**config.mk**
```make
export PLATFORM = sky130hd
export DESIGN_NAME = days_between_dates
export DESIGN_NICKNAME = d
export VERILOG_FILES = /design/src/hdl/dbd_pkg.sv /design/src/hdl/days_between_dates.sv
export SDC_FILE = /design/constraint.sdc
export NUM_CORES = 1
export LEC_CHECK = 0
export BUFFER_PORTS_ARGS = -buffer_cell sky130_fd_sc_hd__buf_4
export CORE_AREA = 2 2 130 132
export DETAILED_ROUTE_END_ITERATION = 8
export DIE_AREA = 0 0 132 134
export PLACE_DENSITY = 0.75
export SLEW_MARGIN = 20
export SYNTH_ARGS = -nofsm -noshare
export SYNTH_HDL_FRONTEND = slang
export SYNTH_SLANG_ARGS = --single-unit
```
**constraint.sdc**
```tcl
create_clock -name clk_i -period 15.7 [get_ports clk_i]
set_input_delay 0.785 -clock clk_i [delete_from_list [all_inputs] [get_ports clk_i]]
set_output_delay 0.785 -clock clk_i [all_outputs]
set_load 0.01 [all_outputs]
```
**src/hdl/dbd_pkg.sv**
```systemverilog
// ----------------------------------------------------------------------------
// dbd_pkg
// Shared constants, types and calendar helpers of the days-between-dates block.
// ----------------------------------------------------------------------------
package dbd_pkg;

  localparam int unsigned YEAR_BITS  = 12;
  localparam int unsigned MONTH_BITS = 4;
  localparam int unsigned DAY_BITS   = 5;
  localparam int unsigned COUNT_BITS = 21;
  localparam int unsigned DOY_BITS   = 9;
  // Wide enough for the sum of all year lengths below the largest year.
  localparam int unsigned ACC_BITS   = YEAR_BITS + DOY_BITS;
  localparam int unsigned DIFF_BITS  = ACC_BITS + 2;

  localparam logic [COUNT_BITS-1:0] COUNT_MAX = {COUNT_BITS{1'b1}};

  typedef logic [DOY_BITS-1:0] doy_t;

  typedef enum logic [3:0] {
    ST_IDLE   = 4'b0001,
    ST_SWEEP  = 4'b0010,
    ST_FINISH = 4'b0100,
    ST_DONE   = 4'b1000
  } state_e;

  localparam doy_t MONTH_OFFSET [12] = '{
    9'd0,   9'd31,  9'd59,  9'd90,  9'd120, 9'd151,
    9'd181, 9'd212, 9'd243, 9'd273, 9'd304, 9'd334
  };

  // Day of year; months below January or above December are clamped.
  function automatic doy_t day_of_year(input logic leap,
                                       input logic [MONTH_BITS-1:0] month,
                                       input logic [DAY_BITS-1:0] day);
    logic [MONTH_BITS-1:0] m;
    doy_t                  doy;
    m = month;
    if (m < MONTH_BITS'(1)) begin
      m = MONTH_BITS'(1);
    end
    if (m > MONTH_BITS'(12)) begin
      m = MONTH_BITS'(12);
    end
    doy = MONTH_OFFSET[m - MONTH_BITS'(1)] + DOY_BITS'(day);
    if (m > MONTH_BITS'(2) && leap) begin
      doy = doy + DOY_BITS'(1);
    end
    return doy;
  endfunction

endpackage

```
**src/hdl/days_between_dates.sv**
```systemverilog
// ----------------------------------------------------------------------------
// days_between_dates
// Gregorian day count from a start date to an end date.
// ----------------------------------------------------------------------------
// After an input transfer the block sweeps the years from 0 up to the end
// year, one year per cycle, through a single accumulating adder; the lengths
// of the years from the start year up to the year before the end year are
// summed, and the leap flags of both years are picked up on the way from
// running mod-100 and mod-400 counters. A finishing state then adds the end
// day of year and subtracts the start day of year. The result is offered once
// that state is done, or in the cycle right after the input transfer when
// the start year is above the end year.
// The input is not ready again until the result has been transferred, so the
// block does not take a new item before it is through with the last one.
module days_between_dates (
  input  logic                              clk_i,
  input  logic                              rst_ni,
  input  logic                              in_valid_i,
  output logic                              in_ready_o,
  input  logic [dbd_pkg::YEAR_BITS-1:0]     from_year_i,
  input  logic [dbd_pkg::MONTH_BITS-1:0]    from_month_i,
  input  logic [dbd_pkg::DAY_BITS-1:0]      from_day_i,
  input  logic [dbd_pkg::YEAR_BITS-1:0]     to_year_i,
  input  logic [dbd_pkg::MONTH_BITS-1:0]    to_month_i,
  input  logic [dbd_pkg::DAY_BITS-1:0]      to_day_i,
  output logic                              out_valid_o,
  input  logic                              out_ready_i,
  output logic [dbd_pkg::COUNT_BITS-1:0]    day_count_o,
  output logic                              date_order_ok_o
);

  dbd_pkg::state_e                     state_q, state_d;
  logic [dbd_pkg::YEAR_BITS-1:0]       from_year_q, to_year_q, year_q;
  logic [dbd_pkg::MONTH_BITS-1:0]      from_month_q, to_month_q;
  logic [dbd_pkg::DAY_BITS-1:0]        from_day_q, to_day_q;
  logic [6:0]                          mod100_q;
  logic [8:0]                          mod400_q;
  logic [dbd_pkg::ACC_BITS-1:0]        acc_q;
  logic                                leap_from_q, leap_to_q;
  logic [dbd_pkg::COUNT_BITS-1:0]      count_q;
  logic                                ok_q;

  logic                                in_xfer, leap;
  dbd_pkg::doy_t                       doy_from, doy_to;
  logic signed [dbd_pkg::DIFF_BITS-1:0] diff;

  assign in_xfer  = in_valid_i && in_ready_o;

  assign in_ready_o      = (state_q == dbd_pkg::ST_IDLE);
  assign out_valid_o     = (state_q == dbd_pkg::ST_DONE);
  assign day_count_o     = count_q;
  assign date_order_ok_o = ok_q;

  assign leap = (year_q[1:0] == 2'd0) && ((mod100_q != 7'd0) || (mod400_q == 9'd0));

  assign doy_from = dbd_pkg::day_of_year(leap_from_q, from_month_q, from_day_q);
  assign doy_to   = dbd_pkg::day_of_year(leap_to_q, to_month_q, to_day_q);
  assign diff = $signed({2'b00, acc_q})
              + $signed(dbd_pkg::DIFF_BITS'(doy_to))
              - $signed(dbd_pkg::DIFF_BITS'(doy_from));

  always_comb begin
    state_d = state_q;
    case (state_q)
      dbd_pkg::ST_IDLE: begin
        if (in_valid_i) begin
          state_d = (from_year_i > to_year_i) ? dbd_pkg::ST_DONE : dbd_pkg::ST_SWEEP;
        end
      end
      dbd_pkg::ST_SWEEP: begin
        if (year_q == to_year_q) begin
          state_d = dbd_pkg::ST_FINISH;
        end
      end
      dbd_pkg::ST_FINISH: state_d = dbd_pkg::ST_DONE;
      dbd_pkg::ST_DONE: begin
        if (out_ready_i) begin
          state_d = dbd_pkg::ST_IDLE;
        end
      end
      default: state_d = dbd_pkg::ST_IDLE;
    endcase
  end

  always_ff @(posedge clk_i or negedge rst_ni) begin
    if (!rst_ni) begin
      state_q <= dbd_pkg::ST_IDLE;
    end else begin
      state_q <= state_d;
    end
  end

  // Datapath registers carry no reset.
  always_ff @(posedge clk_i) begin
    if (in_xfer) begin
      from_year_q  <= from_year_i;
      from_month_q <= from_month_i;
      from_day_q   <= from_day_i;
      to_year_q    <= to_year_i;
      to_month_q   <= to_month_i;
      to_day_q     <= to_day_i;
      year_q       <= '0;
      mod100_q     <= '0;
      mod400_q     <= '0;
      acc_q        <= '0;
      count_q      <= '0;
      ok_q         <= 1'b0;
    end else if (state_q == dbd_pkg::ST_SWEEP) begin
      if (year_q == from_year_q) begin
        leap_from_q <= leap;
      end
      if (year_q == to_year_q) begin
        leap_to_q <= leap;
      end else if (year_q >= from_year_q) begin
        acc_q <= acc_q + dbd_pkg::ACC_BITS'(365) + dbd_pkg::ACC_BITS'(leap);
      end
      year_q   <= year_q + dbd_pkg::YEAR_BITS'(1);
      mod100_q <= (mod100_q == 7'd99)  ? 7'd0 : mod100_q + 7'd1;
      mod400_q <= (mod400_q == 9'd399) ? 9'd0 : mod400_q + 9'd1;
    end else if (state_q == dbd_pkg::ST_FINISH) begin
      if (diff < 0) begin
        count_q <= '0;
        ok_q    <= 1'b0;
      end else begin
        if (diff > $signed(dbd_pkg::DIFF_BITS'(dbd_pkg::COUNT_MAX))) begin
          count_q <= dbd_pkg::COUNT_MAX;
        end else begin
          count_q <= diff[dbd_pkg::COUNT_BITS-1:0];
        end
        ok_q <= 1'b1;
      end
    end
  end

  a_ready_valid_excl: assert property (@(posedge clk_i) disable iff (!rst_ni)
    !(in_ready_o && out_valid_o))
    else $error("input ready while a result is offered");

  a_error_zero: assert property (@(posedge clk_i) disable iff (!rst_ni)
    (out_valid_o && !date_order_ok_o) |-> (day_count_o == '0))
    else $error("error result with nonzero count");

  a_sweep_bound: assert property (@(posedge clk_i) disable iff (!rst_ni)
    (state_q == dbd_pkg::ST_SWEEP) |-> (year_q <= to_year_q))
    else $error("year sweep ran past the end year");

  a_order_error: assert property (@(posedge clk_i) disable iff (!rst_ni)
    (in_xfer && (from_year_i > to_year_i)) |=> (out_valid_o && !date_order_ok_o))
    else $error("start year after end year not reported as error");

  a_result_holds: assert property (@(posedge clk_i) disable iff (!rst_ni)
    (out_valid_o && !out_ready_i) |=> (out_valid_o && $stable(day_count_o)))
    else $error("offered result changed before its transfer");

endmodule

```
* After elaboration in Yosys (flattened, before gate mapping)
Memory sizes are Yosys's and may differ from the RTL's.
Index checks and enable logic that the tools add are counted.
** Cells by class
- $add $sub $neg :: 13
- Magnitude comparators :: 12
- Equality and inequality tests :: 11
- Muxes and demuxes :: 20
- Bitwise operators :: 5
- Reduce and logical (&&, ||, !) cells :: 13
** Operators with widths (count)
- 2-to-1 mux 9 bit :: 7
- 2-to-1 mux 21 bit :: 2
- 2-to-1 mux 4 bit :: 8
- adder 9 x 1 -> 9 bit (second input constant) :: 3
- equality test 12 bit :: 2
- greater-than comparator 23 x 22 -> 1 bit (second input constant) :: 1
- < comparator 23 x 1 -> 1 bit (second input constant) :: 1
- subtractor 22 x 9 -> 23 bit :: 1
- adder 21 x 9 -> 22 bit :: 1
- adder 21 x 1 -> 21 bit :: 1
- adder 21 x 9 -> 21 bit (second input constant) :: 1
- adder 9 x 5 -> 9 bit :: 2
- case mux 4 bit (4 select lines) :: 1
- adder 12 x 1 -> 12 bit (second input constant) :: 1
- greater-or-equal comparator 12 bit :: 1
- greater-than comparator 12 bit :: 1
- AND reduction 3 bit :: 4
- greater-or-equal comparator 5 bit (second input constant) :: 2
- inverter 4 -> 5 bit :: 2
- equality test 9 bit (second input constant) :: 1
- zero test 9 bit :: 1
- greater-than comparator 4 x 2 -> 1 bit (second input constant) :: 2
- greater-than comparator 4 bit (second input constant) :: 2
- < comparator 4 x 1 -> 1 bit (second input constant) :: 2
- 17 further kinds :: 24
** Word-level totals
- Bits in registers :: 119
- ROM bits :: 288
- Input port bits :: 46
- Output and inout port bits :: 24
- Memories kept :: 2
** Memory list
- (no name shown) :: depth 16, width 9, rd ports 1, clocked after memory_dff 0, write ports 0, RTL line dbd_pkg.sv:45 : doy = MONTH_OFFSET[m - MONTH_BITS'(1)] + DOY_BITS'(day);
- (no name shown) :: depth 16, width 9, rd ports 1, clocked after memory_dff 0, write ports 0, RTL line dbd_pkg.sv:45

* Logic depth before layout (Yosys ltp)
Gate-level depths: netlist (run 1).
- Word-level depth :: 17
- Gate-level depth with buffers :: 29

* Worst setup path before layout (run 1)
Ideal clock, no wire load.
- Kind :: register to register
- From :: reg to_month_q[3] (netlist bit)
- To :: reg count_q, in the netlist day_count_o[6]
- Setup time :: 0.133 ns
- Arrival :: 5.504 ns
- Path slack :: 10.063 ns
- Cell stages (with the launch flop) :: 29
- Buffers on the path :: 4
- Period minus slack after synthesis :: 5.637 ns
- Path through :: edfxtp_1 -> clkbuf_1 -> inv_1 -> a21oi_1 -> o21a_1 -> ha_1 -> buf_2 -> xor2_1 -> nor2_1 -> a21oi_1 -> o21ai_0 -> ha_1 -> o21a_1 -> o31a_1 -> o32ai_1 -> nor2_1 -> a2111oi_0 -> a21oi_1 -> xnor2_1 -> fa_1 -> ha_1 -> clkbuf_1 -> a211o_1 -> o31ai_1 -> a21oi_1 -> o21ai_1 -> clkbuf_1 -> o21bai_1 -> a21oi_2
** On the way
- Word-level cells in the longest chain between the ends :: 17
- Elaborated cells on any way between the ends :: 20
** RTL lines
- start: declaration :: RTL line days_between_dates.sv:34 : logic [dbd_pkg::MONTH_BITS-1:0] from_month_q, to_month_q;
- start signal: assignment :: RTL line days_between_dates.sv:100 : to_month_q <= to_month_i;
- < comparator 4 x 1 -> 1 bit :: RTL line dbd_pkg.sv:39 : if (m < MONTH_BITS'(1)) begin
- 2-to-1 mux 4 bit (*) :: RTL line dbd_pkg.sv:39
- greater-than comparator 4 bit :: RTL line dbd_pkg.sv:42 : if (m > MONTH_BITS'(12)) begin
- 2-to-1 mux 4 bit (*) :: RTL line dbd_pkg.sv:42
- subtractor 4 x 1 -> 4 bit :: RTL line dbd_pkg.sv:45
- inverter 4 -> 5 bit (implied by the code) :: RTL line dbd_pkg.sv:45
- memory read (16 x 9 bit)
- 2-to-1 mux 9 bit (implied by the code) (2 in series) :: RTL line dbd_pkg.sv:45
- adder 9 x 5 -> 9 bit :: RTL line dbd_pkg.sv:45
- adder 9 x 1 -> 9 bit :: RTL line dbd_pkg.sv:47 : doy = doy + DOY_BITS'(1);
- 2-to-1 mux 9 bit (*) :: RTL line dbd_pkg.sv:46 : if (m > MONTH_BITS'(2) && leap) begin
- adder 21 x 9 -> 22 bit (*) :: RTL line days_between_dates.sv:59 : + $signed(dbd_pkg::DIFF_BITS'(doy_to))
- subtractor 22 x 9 -> 23 bit (*) :: RTL line days_between_dates.sv:60 : - $signed(dbd_pkg::DIFF_BITS'(doy_from));
- greater-than comparator 23 x 22 -> 1 bit :: RTL line days_between_dates.sv:125 : if (diff > $signed(dbd_pkg::DIFF_BITS'(dbd_pkg::COUNT_MAX))) begin
- 2-to-1 mux 21 bit :: RTL line days_between_dates.sv:125
- 2-to-1 mux 21 bit (*) :: RTL line days_between_dates.sv:121 : if (diff < 0) begin
- end signal: assignment :: RTL line days_between_dates.sv:126 : count_q <= dbd_pkg::COUNT_MAX;
- end signal: assignment :: RTL line days_between_dates.sv:128 : count_q <= diff[dbd_pkg::COUNT_BITS-1:0];
- end: declaration :: RTL line days_between_dates.sv:40 : logic [dbd_pkg::COUNT_BITS-1:0] count_q;
Every way passes the cells marked *; elsewhere a longest branch is shown, timed or not. The select of a mux whose other input is x is not followed.
A chain may end at the register's enable or synchronous reset.

* Final worst setup path (run 1)
- From :: reg to_month_q[3] (netlist bit)
- To :: reg count_q, in the netlist day_count_o[13]
The elaborated chain is that of the path after synthesis.

==> results of run 1 <==
routing by layer:
metal,global-route usage,vias to the layer above
met5,0,-
met4,0.0713,0
met3,0.0506,17
met2,0.352,142
met1,0.272,3148
li1,-,3464
cell type report:
class | instances | share of cell area
Timing Repair Buffer | 73 | 0.0572
Tap cell | 220 | 0.0287
Inverter | 78 | 0.0305
Clock buffer | 18 | 0.0448
Sequential cell | 119 | 0.297
Clock inverter | 14 | 0.0132
Multi-Input combinational cell | 717 | 0.529
kinds of logic after synthesis:
logic type / after synthesis / share of synthesized area
compound gates: 237 / 0.185
mux: 11 / 0.0132
flops: 119 / 0.342
buf+inv: 105 / 0.0496
xor+xnor: 79 / 0.0831
simple gates: 289 / 0.165
fa+ha+maj: 101 / 0.161
worst register-to-register path, delay by kind of cell, from the launching register on:
kind	cells	cell delay, ns
fa+ha+maj	4	1.60
flops	1	0.51
buf+inv	1	0.17
xor+xnor	2	0.58
simple gates	3	0.24
compound gates	13	3.27
metrics by stage:
stage | instances | hold WS (ns) | setup slack [ns] | cell area (um2) | utilization
3_3_place_gp | 1207 | 0.439 | 9.53 | 9030 | 0.554
6_report | 1239 | 0.148 | 9.21 | 9590 | 0.589
4_1_cts | 1239 | 0.134 | 9.29 | 9590 | 0.589
3_5_place_dp | 1207 | 0.443 | 9.31 | 9030 | 0.554
5_1_grt | 1239 | 0.132 | 8.80 | 9590 | 0.589
2_1_floorplan | 941 | 0.471 | 10.06 | 8320 | -
Yosys cell counts (10+ instances only):
library cell / count / share of area
a21o_1: 18 / 0.016
a21oi_1: 67 / 0.040
clkbuf_1: 19 / 0.0086
dfxtp_1: 71 / 0.17
edfxtp_1: 44 / 0.16
fa_1: 11 / 0.026
ha_1: 89 / 0.13
inv_1: 78 / 0.035
mux2i_1: 11 / 0.013
nand2_1: 90 / 0.041
nand2b_1: 12 / 0.0090
nand3_1: 22 / 0.013
nand4_1: 14 / 0.011
nor2_1: 83 / 0.037
nor3_1: 17 / 0.010
o211ai_1: 10 / 0.0090
o21ai_0: 36 / 0.022
o21ai_1: 19 / 0.011
o21bai_1: 10 / 0.0090
xnor2_1: 34 / 0.036
xor2_1: 45 / 0.047
sequential cells by signal (all words and copies together) (netlist names):
register,cells
state_q,4
from_year_q,12
mod100_q,7
acc_q,21
from_month_q,4
from_day_q,5
leap_to_q,1
date_order_ok_o,1
year_q,12
day_count_o,21
to_year_q,12
to_month_q,4
mod400_q,9
to_day_q,5
leap_from_q,1
worst max-delay path by stage:
stage,start,end,slack [ns],depth (start not counted)
detailed placement,to_month_q[3],day_count_o[13],9.31,23
finish,to_month_q[3],day_count_o[13],9.21,23
global route,to_month_q[3],day_count_o[13],8.80,23
floorplan,to_month_q[3],day_count_o[6],10.06,28
global placement,to_month_q[3],day_count_o[13],9.53,23
CTS,to_month_q[3],day_count_o[13],9.29,23
power by group through the flow:
stage               combinational [mW]  clock [mW]  sequential [mW]
detailed placement                1.24           0            0.396
floorplan                         1.00           0            0.385
CTS                               1.25       0.373            0.390
global route                      1.41       0.389            0.395
finish                            1.26       0.367            0.390
global placement                  1.23           0            0.395
==> impl_metrics.tcl, run 1 <==
set metrics [dict create \
    status "finished clean" \
    synth_seq_cells 119 \
    syn2layout_area_growth_pct 15.2 \
    p_clk_frac 0.182 \
    ctsHoldBuffers 0 \
    vias_per_cell 5.46 \
    io_buffers 69 \
    clkSinkCount 119 \
    routed-wl-met3_um 763 \
    ctsResizeCount 0 \
    core_mm2 0.0163 \
    rsz0062_at_grt "no" \
    arrival_ns 6.80 \
    firstDrtPassIters 5 \
    hpwl_um 13200 \
    slew_violations 0 \
    post_drt_wl_per_cell_um 14.3 \
    intPower_mw 1.09 \
    critPathKind "reg -> reg" \
    highest_layer "met4" \
    place.gp.congestion 0.912 \
    grtUsageTotal 0.212 \
    reg2reg_depth 23 \
    num-fill-cells 1427 \
    crit_chain "inv_1 > a21oi_1 > o21a_1 > ha_1 > xor2_1 > nor2_1 > a21oi_1 > o21ai_0 > ha_1 > o21a_1 > o31a_1 > o32ai_1 > nor2_1 > a2111oi_0 > a21oi_1 > xnor2_1 > fa_1 > ha_1 > nand2_1 > a221o_1 > a2111oi_2 > o211ai_2 > o311a_1" \
    timing.rr.start "to_month_q[3]" \
    drive_gt1_frac 0.125 \
    synth_ff_type "dfxtp_1" \
    tns_ns 0 \
    yosysWarningCount 0 \
    antenna_found_initial 0 \
    grt_pass1_vias 6501 \
    drtIter0Drc 432 \
    cp_slowest_stage_delay_ns 0.51 \
    powerDensity_mw_per_mm2 210 \
    num_rows 47 \
    final_cell_mix "90 x nand2_1, 89 x ha_1, 82 x nor2_1, 77 x inv_1, 73 x buf_4" \
    cp.required_ns 16.01 \
    crit_fanout 21 \
    final-hold-violation-count 0 \
    ios 70 \
    critPathLaunchType "flop" \
    setup_viol 0 \
    p_sw_uw 928 \
    register_area_mm2 0.00284 \
    maxCapViolations 0 \
    drt-met1-wl_um 8370 \
    vias 6771 \
    insertion_delay_ns 0.42 \
    final_antenna_net_count 0 \
    start_util 0.511 \
    antenna_cells 0 \
    hold_path.class "in -> async" \
    yosys.cell_types.count 74 \
    syn_inst 941 \
    grt_max_degree 72 \
    ir_worst_vdd_v 0.000159 \
    crit_family "compound AO/OA/AOI/OAI gates" \
    slew_headroom 0.381 \
    ys_seq_area_frac 0.342 \
    switching_share 0.461 \
    clkTransAtPathRegs_ns 0.06 \
    cts_tree "built" \
    nets 1152 \
    cp_num_buf_inv 1 \
    gr-total-overflow 0 \
    total_power_mw 2.01 \
    crit_slowest_cell "edfxtp_1" \
    synth_nets 1087 \
    r2r_slack_ns 9.21 \
    htreeDepth 4 \
    max_freq_mhz 154 \
    cts_inserted_buffers 17 \
    period_share 0.413 \
    die_width_um 132 \
    netlist_area_mm2 0.00832 \
    drc_errors 0 \
    die_area_mm2 0.0177 \
    final_common_cell "nand2_1" \
    synth_edf_count 44 \
    endpoint_kind "flop" \
    synth_async_sr_flop_share 0.0336 \
    syn_avg_cell_area_um2 8.84 \
    totalWireLength_um 17700 \
    tightestPinTransition_ns 0.926 \
    grt_pass1_wl_um 30600 \
    cts_setup_buffers 0 \
    die_h_um 134 \
    clk_path_buf_depth 2 \
    r2r-end "day_count_o[13]" \
    p_comb_frac 0.624 \
    root_buffer "clkbuf_16" \
    min_period_ns 6.49 \
    p_seq_frac 0.194 \
    multi_input_area_mm2 0.00507 \
    met2WireLength_um 8310 \
    fin_worst_skew_ns 0.00564 \
    p_leak_nw 4.24 \
]
Note: power is estimated with default switching activity, not from simulation.
==> inputs of run 2 (changes only) <==
--- a/config.mk
+++ b/config.mk
@@ -9,7 +9,7 @@
 export CORE_AREA = 2 2 130 132
 export DETAILED_ROUTE_END_ITERATION = 8
 export DIE_AREA = 0 0 132 134
-export PLACE_DENSITY = 0.75
+export PLACE_DENSITY = 0.78
 export SLEW_MARGIN = 20
 export SYNTH_ARGS = -nofsm -noshare
 export SYNTH_HDL_FRONTEND = slang
==> constraint.sdc (replaced) <==
create_clock -name clk_i -period 5.34 [get_ports clk_i]
set_input_delay 0.267 -clock clk_i [delete_from_list [all_inputs] [get_ports clk_i]]
set_output_delay 0.267 -clock clk_i [all_outputs]
set_load 0.01 [all_outputs]
==> impl_metrics.tcl, run 2 (synthesis gave the netlist of run 1 again) <==
set metrics [dict create \
    clk_path_buf_depth 2 \
    io_buffers 69 \
    setup_viol 22 \
    rsz0062_at_grt "yes" \
    fin_hold_ws_ns 0.0127 \
    final_common_cell "buf_4" \
    ios 70 \
    slew_violations 0 \
    final_antenna_net_count 0 \
    violations "setup timing" \
    crit_slowest_cell "fa_1" \
    post_drt_wl_per_cell_um 15.6 \
    die_width_um 132 \
    arrival_ns 5.86 \
    grt_max_degree 35 \
    totalWireLength_um 20400 \
    hpwl_um 14100 \
    grt_pass1_wl_um 32100 \
    cp_num_buf_inv 2 \
    gr-total-overflow 0 \
    final-hold-violation-count 0 \
    num_rows 47 \
    cts_inserted_buffers 17 \
    fin_worst_skew_ns 0.00883 \
    vias_per_cell 5.59 \
    crit_fanout 10 \
    cp.required_ns 5.65 \
    final_cell_mix "126 x buf_4, 89 x nand2_1, 77 x ha_1, 73 x inv_1" \
    switching_share 0.452 \
    num-fill-cells 1237 \
    clkSinkCount 119 \
    hold_path.class "in -> reg" \
    place_area_mm2 0.00943 \
    vias 7302 \
    insertion_delay_ns 0.43 \
    p_clk_frac 0.148 \
    p_sw_mw 3.65 \
    postLayoutCoreUtil 0.658 \
    tightestPinTransition_ns 0.818 \
    ir_worst_vdd_v 0.000622 \
    start_util 0.511 \
    drc_errors 0 \
    clkTransAtPathRegs_ns 0.06 \
    antenna_cells 0 \
    die_area_mm2 0.0177 \
    max_freq_mhz 180 \
    drtIter0Drc 418 \
    crit_top_cell "o21ai_1" \
    intPower_mw 4.42 \
    place.gp.congestion 0.953 \
    slew_headroom 0.453 \
    powerDensity_mw_per_mm2 753 \
    p_comb_frac 0.713 \
    htreeDepth 4 \
    die_h_um 134 \
    firstDrtPassIters 5 \
    setup_ws_ns -0.208 \
    syn2layout_area_growth_pct 28.8 \
    critPathKind "reg -> reg" \
    crit_family "compound AO/OA/AOI/OAI gates" \
    p_seq_frac 0.139 \
    cts_tree "built" \
    grtUsageTotal 0.223 \
    cp_slowest_stage_delay_ns 0.51 \
    fin_area_mm2 0.0107 \
    p_leak_nw 4.70 \
    nets 1220 \
    root_buffer "clkbuf_16" \
    drive_gt1_frac 0.247 \
    min_period_ns 5.55 \
    grt_pass1_vias 6906 \
    core_mm2 0.0163 \
    status "complete, but fails checks" \
    endpoint_kind "flop" \
    antenna_found_initial 0 \
    period_share 1.04 \
    maxCapViolations 0 \
    critPathLaunchType "flop" \
]
[run 2: path summary, 6_finish.rpt]
kind / to / from / slack (ns) / cells past startpoint
worst max-delay path: day_count_o[16] / to_month_q[3] / -0.21 / 25
worst min-delay path: to_month_q[3] / to_month_i[3] / 0.01 / 1
worst max register to register: day_count_o[16] / to_month_q[3] / -0.21 / 25
worst min register to register: day_count_o[12] / day_count_o[12] / 0.44 / 2
max in group asynchronous: state_q[0] / rst_ni / 4.97 / 2
min in group asynchronous: state_q[2] / rst_ni / 0.17 / 2
[run 2: layout make-up]
cell class              count  area [um2]  share of cell area
clock buffers              18         429              0.0400
flip-flops and latches    119        2840               0.265
clock inverters            14         176              0.0165
well taps                 220         275              0.0257
inverters                  78         293              0.0273
repair buffers            141        1100               0.103
multi-input cells         717        5600               0.522
[run 2: through the flow]
stage / setup slack, ns / cells / TNS, ns / power (mW)
detailed placement: -0.0346 / 1255 / -0.217 / 5.43
global route: -0.486 / 1307 / -9.61 / 8.48
global placement: 0.0544 / 1255 / 0 / 5.35
floorplan: 0.00372 / 941 / 0 / 4.15
CTS: -0.0309 / 1288 / -0.0948 / 6.69
finish: -0.208 / 1307 / -3.50 / 8.07
[run 2: routing by layer]
| metal | vias to the layer above | part of all wire | GRT usage |
|---|---|---|---|
| li1 | 3602 | - | - |
| met1 | 3454 | 0.44 | 0.274 |
| met2 | 208 | 0.49 | 0.382 |
| met3 | 38 | 0.046 | 0.0457 |
| met4 | 0 | 0.025 | 0.0924 |
| met5 | - | 0 | 0 |
[run 2: timing repair]
action | CTS | global route
pin swaps | 3 | 46
setup endpoints to repair | 21 | 22
gates resized for setup | 7 | 98
gates cloned | 0 | 1
hold buffers | 1 | 8
hold endpoints to repair | 4 | 8
setup buffers | 0 | 10
[run 2: power by group through the flow]
stage	clock network (mW)	registers, mW	logic, mW
after floorplan	0	1.13	3.01
after global placement	0	1.14	4.21
after detailed placement	0	1.14	4.28
after CTS	1.20	1.12	4.36
after global routing	1.25	1.13	6.10
final	1.19	1.12	5.75
